### config.mk
export PLATFORM = sky130hd
export DESIGN_NAME = vso_ctrl
export DESIGN_NICKNAME = d
export VERILOG_FILES = /design/src/rtl/velocity_slew_and_odometry_top_defines.svh /design/src/rtl/vso_pkg.sv /design/src/rtl/vso_ctrl.sv
export SDC_FILE = /design/constraint.sdc
export NUM_CORES = 1
export LEC_CHECK = 0
export ABC_AREA = 1
export BUFFER_PORTS_ARGS = -buffer_cell sky130_fd_sc_hd__buf_2
export CORE_AREA = 2 2 39 41
export CTS_BUF_LIST = sky130_fd_sc_hd__clkbuf_16
export CTS_CLUSTER_DIAMETER = 80
export DETAILED_ROUTE_END_ITERATION = 8
export DIE_AREA = 0 0 41 43
export RECOVER_POWER = 25
export SYNTH_ARGS = -nofsm -noshare
export SYNTH_HDL_FRONTEND = slang
export SYNTH_SLANG_ARGS = --single-unit
### constraint.sdc
create_clock -name clk_i -period 1.25 [get_ports clk_i]
set_input_delay 0.3125 -clock clk_i [delete_from_list [all_inputs] [get_ports clk_i]]
set_output_delay 0.3125 -clock clk_i [all_outputs]
set_load 0.01 [all_outputs]
### src/rtl/velocity_slew_and_odometry_top_defines.svh
// Assertion macros for the velocity slew and odometry block.
// Taken in by the top level; relies on clk_i and rst_ni in the including scope.
`ifndef VELOCITY_SLEW_AND_ODOMETRY_TOP_DEFINES_SVH
`define VELOCITY_SLEW_AND_ODOMETRY_TOP_DEFINES_SVH

// Consequent must hold in the same cycle as the antecedent
`define VSO_ASSERT_SAME(lbl, ante, cons) \
  lbl: assert property (@(posedge clk_i) disable iff (!rst_ni) (ante) |-> (cons)) \
    else $error("vso check failed");

// Consequent must hold in the cycle after the antecedent
`define VSO_ASSERT_NEXT(lbl, ante, cons) \
  lbl: assert property (@(posedge clk_i) disable iff (!rst_ni) (ante) |=> (cons)) \
    else $error("vso check failed");

`endif

### src/rtl/vso_pkg.sv
// Shared types, constants and helper functions for the velocity slew and odometry block.
// No dependencies; used by the controller, the datapath and the top level.
package vso_pkg;

  localparam int SINE_TABLE_DEPTH = 1024;
  localparam int SineAw = $clog2(SINE_TABLE_DEPTH + 1);
  localparam logic [32:0] InvPiQ32 = 33'd1367130551;
  localparam longint unsigned HalfPiQ30 = 64'd1686629713;

  localparam logic [14:0] LimitLinearRst  = 15'd6554;
  localparam logic [14:0] LimitAngularRst = 15'd13107;
  localparam logic [14:0] StepLinearRst   = 15'd197;
  localparam logic [14:0] StepAngularRst  = 15'd393;

  localparam logic [1:0] RegLimitLinear  = 2'd0;
  localparam logic [1:0] RegLimitAngular = 2'd1;
  localparam logic [1:0] RegStepLinear   = 2'd2;
  localparam logic [1:0] RegStepAngular  = 2'd3;

  localparam logic CmdSet  = 1'b0;
  localparam logic CmdTick = 1'b1;

  // Datapath step selected by the controller each cycle
  typedef enum logic [3:0] {
    StepNone,
    StepLookup,
    StepVxCos,
    StepVySin,
    StepVxSin,
    StepVyCos,
    StepRxDt,
    StepRyDt,
    StepWzDt,
    StepInvPi,
    StepHead
  } step_e;

  typedef struct packed {
    logic  accept;
    logic  load_out;
    step_e step;
  } vso_cmd_t;

  typedef logic [14:0] sine_rom_t [SINE_TABLE_DEPTH + 1];

  // Divisor of the k-th series term: (2k+2)(2k+3)
  function automatic longint unsigned series_div(input int k);
    longint unsigned d;
    d = 64'd1;
    case (k)
      0: d = 64'd6;
      1: d = 64'd20;
      2: d = 64'd42;
      3: d = 64'd72;
      4: d = 64'd110;
      5: d = 64'd156;
      6: d = 64'd210;
      7: d = 64'd272;
      8: d = 64'd342;
      9: d = 64'd420;
      default: d = 64'd1;
    endcase
    return d;
  endfunction

  // Unsigned quotient by shift and subtract, used only while building the table
  function automatic longint unsigned udiv64(input longint unsigned num,
                                             input longint unsigned den);
    longint unsigned q, r;
    q = 64'd0;
    r = 64'd0;
    for (int b = 63; b >= 0; b--) begin
      r = {r[62:0], num[b]};
      if (r >= den) begin
        r = r - den;
        q[b] = 1'b1;
      end
    end
    return q;
  endfunction

  // Build the quarter-wave sine table with the integer Taylor series
  function automatic sine_rom_t build_rom();
    sine_rom_t       rom;
    longint unsigned x, x2, term, pos, neg, s, v;
    for (int i = 0; i <= SINE_TABLE_DEPTH; i++) begin
      x    = udiv64(HalfPiQ30 * longint'(i), 64'(SINE_TABLE_DEPTH));
      x2   = (x * x) >> 30;
      term = x;
      pos  = 64'd0;
      neg  = 64'd0;
      for (int k = 0; k < 10; k++) begin
        if (k[0]) neg = neg + term;
        else pos = pos + term;
        term = udiv64((term * x2) >> 30, series_div(k));
      end
      s = (pos > neg) ? pos - neg : 64'd0;
      v = (s * 64'd32767 + (64'd1 << 29)) >> 30;
      rom[i] = (v > 64'd32767) ? 15'd32767 : v[14:0];
    end
    return rom;
  endfunction

  // Table address for an angle, with the odd quadrants mirrored
  function automatic logic [SineAw-1:0] sine_addr(input logic [31:0] angle);
    logic [30+SineAw-1:0] t;
    logic [SineAw-1:0]    idx;
    t   = {{SineAw{1'b0}}, angle[29:0]} * (30 + SineAw)'(SINE_TABLE_DEPTH);
    idx = t[30+SineAw-1:30];
    if (idx > SineAw'(SINE_TABLE_DEPTH - 1)) idx = SineAw'(SINE_TABLE_DEPTH - 1);
    return angle[30] ? SineAw'(SINE_TABLE_DEPTH) - idx : idx;
  endfunction

  // Symmetric clamp of a Q1.15 value to +/-lim
  function automatic logic [15:0] clamp_sym(input logic [15:0] v, input logic [14:0] lim);
    logic signed [16:0] vs, ls;
    vs = {v[15], v};
    ls = {2'b00, lim};
    if (vs > ls) return ls[15:0];
    if (vs < -ls) return 16'(-ls);
    return v;
  endfunction

  // Move cur toward goal by at most step, never past it
  function automatic logic [15:0] slew(input logic [15:0] cur, input logic [15:0] goal,
                                       input logic [14:0] step);
    logic signed [17:0] c, g, s, r;
    c = {{2{cur[15]}}, cur};
    g = {{2{goal[15]}}, goal};
    s = {3'b000, step};
    r = c;
    if (c < g) begin
      r = c + s;
      if (r > g) r = g;
    end else if (c > g) begin
      r = c - s;
      if (r < g) r = g;
    end
    return r[15:0];
  endfunction

endpackage

### src/rtl/vso_ctrl.sv
// Controller state machine for the velocity slew and odometry block.
// Depends on vso_pkg for the command struct and step codes.
module vso_ctrl (
  input  logic              clk_i,
  input  logic              rst_ni,
  input  logic              in_valid_i,
  input  logic              in_command_i,
  input  logic              in_enc_valid_i,
  input  logic              out_ready_i,
  output logic              in_ready_o,
  output logic              out_valid_o,
  output vso_pkg::vso_cmd_t cmd_o
);

  typedef enum logic [3:0] {
    SIdle, SLookup, SVxCos, SVySin, SVxSin, SVyCos,
    SRxDt, SRyDt, SWzDt, SInvPi, SHead, SFinish
  } state_e;

  state_e state_q;
  logic   out_valid_q;
  logic   accept, load_out;

  assign in_ready_o  = (state_q == SIdle);
  assign out_valid_o = out_valid_q;
  assign accept      = in_ready_o && in_valid_i;
  assign load_out    = (state_q == SFinish) && (!out_valid_q || out_ready_i);

  // Drive the datapath step for the current state
  always_comb begin
    cmd_o.accept   = accept;
    cmd_o.load_out = load_out;
    case (state_q)
      SLookup: cmd_o.step = vso_pkg::StepLookup;
      SVxCos:  cmd_o.step = vso_pkg::StepVxCos;
      SVySin:  cmd_o.step = vso_pkg::StepVySin;
      SVxSin:  cmd_o.step = vso_pkg::StepVxSin;
      SVyCos:  cmd_o.step = vso_pkg::StepVyCos;
      SRxDt:   cmd_o.step = vso_pkg::StepRxDt;
      SRyDt:   cmd_o.step = vso_pkg::StepRyDt;
      SWzDt:   cmd_o.step = vso_pkg::StepWzDt;
      SInvPi:  cmd_o.step = vso_pkg::StepInvPi;
      SHead:   cmd_o.step = vso_pkg::StepHead;
      default: cmd_o.step = vso_pkg::StepNone;
    endcase
  end

  // Sequence one transaction and hold the output valid flag
  always_ff @(posedge clk_i or negedge rst_ni) begin
    if (!rst_ni) begin
      state_q     <= SIdle;
      out_valid_q <= 1'b0;
    end else begin
      if (load_out) out_valid_q <= 1'b1;
      else if (out_ready_i) out_valid_q <= 1'b0;
      case (state_q)
        SIdle: begin
          if (in_valid_i) begin
            if (in_command_i == vso_pkg::CmdTick && in_enc_valid_i) state_q <= SLookup;
            else state_q <= SFinish;
          end
        end
        SLookup: state_q <= SVxCos;
        SVxCos:  state_q <= SVySin;
        SVySin:  state_q <= SVxSin;
        SVxSin:  state_q <= SVyCos;
        SVyCos:  state_q <= SRxDt;
        SRxDt:   state_q <= SRyDt;
        SRyDt:   state_q <= SWzDt;
        SWzDt:   state_q <= SInvPi;
        SInvPi:  state_q <= SHead;
        SHead:   state_q <= SFinish;
        SFinish: begin
          if (load_out) state_q <= SIdle;
        end
        default: state_q <= SIdle;
      endcase
    end
  end

endmodule

### Word level (Yosys, flattened, before mapping)

Memories as Yosys holds them, arrays and structs flattened.
Cells that the tools add are included.

* memories: 1
* ROM bits: 64
* register bits: 5
* logic and storage cells: 30

* reduce and logical (&&, ||, !) cells: 8
* mux-type cells: 6
* equal/unequal tests: 13

Memory list
* (name not given): words 16, bits a word 4, rd ports 1, clocked after memory_dff 0, write ports 0, RTL line vso_ctrl.sv:33 `case (state_q)`

Operators with widths (count)
* 4-bit one-hot mux with 12 select lines: 1
* 4-bit by 3-bit equality test with 1-bit output, second input constant: 4
* 4-bit equality test, second input constant: 4
* 4-bit 2-to-1 mux: 3
* 4-bit by 2-bit equality test with 1-bit output, second input constant: 2
* 4-bit by 1-bit equality test with 1-bit output, second input constant: 1
* 4-bit zero test: 1
* 2-bit inequality test, second input constant: 2
* 1-bit logical AND: 3
* 1-bit 2-to-1 mux: 2
* 2-bit AND reduction: 1
* 2-bit nonzero test: 1
* 1-bit zero test: 1
* 1-bit logical OR: 1

### Depth between registers and ports, before layout

* word-level depth: 5
* gate-level depth with buffers: 7

### Worst setup path after synthesis

Ideal clock, no wire load.

* path type: register to output
* start point: register state_q[0]
* end point: output port cmd_o[5] (netlist bit)
* data arrival time: 0.866 ns
* slack: 0.072 ns
* buffers on the path: 1
* cell stages (with the launch flop): 5
* cell sequence: dfrtp_1 nor2_1 nand2_1 nor2_1 buf_4

* word-level cells in the longest chain between the ends: 2

Ends and longest elaborated chain
* start: declaration: RTL line vso_ctrl.sv:20 `state_e state_q;`
* start signal: assignment: RTL line vso_ctrl.sv:51 `state_q <= SIdle;`
* start signal: assignment: RTL line vso_ctrl.sv:59 `if (in_command_i == vso_pkg::CmdTick && in_enc_valid_i) state_q <= SLookup;`
* start signal: assignment: RTL line vso_ctrl.sv:60 `else state_q <= SFinish;`
* 4-bit zero test: RTL line vso_ctrl.sv:24 `assign in_ready_o = (state_q == SIdle);`
* 1-bit logical AND: RTL line vso_ctrl.sv:26 `assign accept = in_ready_o && in_valid_i;`
* end: declaration: RTL line vso_ctrl.sv:12 `output vso_pkg::vso_cmd_t cmd_o`

No other way between the ends.

==> results by group <==
Timing
  – Slew HR: 83.0%
  – RSZ-0062 raised after global routing: true
  – Actual slew at the worst max-slew pin: 256 ps
  – Final Hold Vio Count: 0
  – Slew Limit Fails: 0
  – # setup viols final: 7
  – Min Tclk post-route: 1420 ps
  – WHS: 303 ps
  – Clk_skew: 0.181 ps
  – Fin crit share: 114%
  – Worst setup margin: -173 ps
  – Max Clock Freq: 703 MHz
  – Total negative slack: -858 ps

Worst setup path
  – Critical path required time: 940 ps
  – Critical Path Max Stage Delay: 410 ps
  – CP max FO: 3
  – Crit-path cells: buf_4 > nand2_1 > a21oi_1 > buf_2
  – Setup Crit Path Kind: register to output pin
  – CP arrival: 1110 ps
  – CP endpoint kind: output pin
  – Startpoint types: register
  – Slowest CP cell: dfrtp_2

Outcome
  – Violated checks: setup timing
  – Outcome: complete, but fails checks

GRT
  – Largest net degree at the start of global routing: 6
  – Total grt overflow: 0
  – First-pass GRT wire length: 1260 µm
  – Vias in the first global route: 339
  – All-Layer GR Usage: 11.1%
  – Initial antenna violation count: 0

Clocking
  – H-tree lvl count: 1
  – CTS max path bufs: 2
  – CTS tree: built
  – Cts bufs inserted: 3
  – Clk root buf: clkbuf_16
  – Insertion delay to the later sink of the worst-skew pair: 220 ps
  – # clock sinks: 5
  – Reg clk slew, reported paths: 30 ps

Synthesis
  – Ys flop type: dfrtp_1
  – EDFF count, synth: 0
  – Share of the synthesized area in the top cell type: 37.9%
  – Syn Nets: 56
  – Synth cell count leaders: nand2_1, inv_1, nor2_1, dfrtp_1, o21ai_0
  – Post-Syn Area: 330 µm²
  – Cells after synthesis: 50
  – Async set-reset flop share out of synthesis: 100%
  – Most frequent cell after synthesis: nand2_1
  – Synth unique cells: 12
  – YS warnings: 0
  – Cell taking the most area after synthesis: dfrtp_1
  – Avg Cell Area, Syn: 6.61 µm²
  – Synth area leaders: dfrtp_1, nand2_1, inv_1
  – Sequential cell area fraction in the yosys report: 37.9%
  – #FFs+latches synth: 5

Drt
  – DR iter-0 viols: 2
  – DRC: 0
  – Routed WL per cell: 9.39 µm
  – TritonRoute pass-1 iters: 4
  – DR vias/cell: 4.31
  – Post-route ant nets: 0
  – DRT Wirelength: 883 µm
  – Vias post-DR: 405

Floorplanning
  – FP Rows: 14
  – Die height: 43 µm
  – DIE AREA: 1760 µm²
  – I/O pin count: 14
  – Core area: 1380 µm²
  – Initial Utilization: 23.9%
  – Die width: 41 µm

Final layout
  – Post-Layout Inst Area: 623 µm²
  – Sequential cell area: 130 µm²
  – Fillcell total: 140
  – Diodes inserted: 0
  – Layout net count: 85
  – Final instance count without filler cells: 94
  – Ratio of cells with drive above 1 in the final layout: 59.0%
  – Area Overhead vs Synth: 88.6%
  – Multi-input combinational cell area: 190 µm²

Pwr
  – Max IR drop VDD: 1.29 mV
  – Power Density: 2900 nW/µm²
  – Cell leakage power: 0.353 nW

Place
  – Routability congestion estimate: 0.633
  – Placed Instance Area: 408 µm²
  – I/O Buffers: 13
  – Post-detail-place hpwl: 547 µm
  – Dpl cells: 78

Job
  – Number of max-cap violations: 0

Worst hold path
  – HP Class: input port to register
[final timing paths]
path,cells past startpoint,end,slack (ps),start
setup / recovery,4,cmd_o[0],-170,state_q[0]
hold / removal,2,out_valid_o,300,out_ready_i
hold reg to reg,2,out_valid_o,540,out_valid_o
max in group asynchronous,2,state_q[3],570,rst_ni
min in group asynchronous,2,out_valid_o,460,rst_ni
setup reg to reg,8,state_q[3],60,state_q[3]
[routing by layer]
metal	GRT usage (%)	share of wire, %
met4	8.00	2.2
met3	3.14	4.3
met5	0	0
met1	9.90	39
met2	19.4	55
[state kept, by name, indices dropped and copies added, names as in the netlist]
signal / count
out_valid_o: 1
state_q: 4
[power breakdown]
group          internal, mW  switching [mW]
Combinational         0.461           0.447
Clock                 0.413          0.0947
Sequential            0.251           0.139
Total                  1.13           0.680
[through the flow]
stage / setup WS (ps) / utilization (%) / total power, mW
finish: -173 / 45.0 / 1.81
global route: -204 / 45.0 / 1.95
CTS: -148 / 41.2 / 1.65
detailed placement: 18.2 / 29.5 / 0.919
global placement: 37.0 / 29.5 / 0.906
floorplan: 72.0 / - / 0.729
[repair_timing]
item | 4_1_cts | 5_1_grt
pin swaps | 4 | 7
gates resized for setup | 6 | 12
endpoints found under the hold margin | 5 | 0
endpoints found under the setup margin | 7 | 9
hold buffers | 1 | 0
setup buffers | 8 | 3
[cell type report]
cell class                 instances  share of cell area (%)
tap                               16                    3.21
sequential                         5                    20.9
inverter                           9                    5.42
clock buffer                       3                    12.0
clock inverter                     1                   0.602
timing repair buffer              26                    27.3
multi-input combinational         34                    30.5
[cells in the final DEF, fill, tap and decap left out, drive strengths merged]
cell | netlist | layout
o21ai | 4 | 4
nand2 | 16 | 16
nand3 | 4 | 4
nor2 | 7 | 7
dlygate4sd3 | 0 | 1
inv | 9 | 10
a21oi | 3 | 3
buf | 2 | 24
dfrtp | 5 | 5
clkbuf | 0 | 4
[worst max-delay path, delay by kind of cell, from the launching register on]
| kind | cells | cell delay, ps |
|---|---|---|
| buf+inv | 2 | 300 |
| compound gates | 1 | 120 |
| flops | 1 | 410 |
| simple gates | 1 | 50 |
[cells by family after synthesis]
logic type,synth area share [%]
buffers and inverters,14.8
AOI/OAI and AO/OA,10.6
DFF,37.9
and+or+nand+nor,36.7
Note: power is estimated with default switching activity, not from simulation.
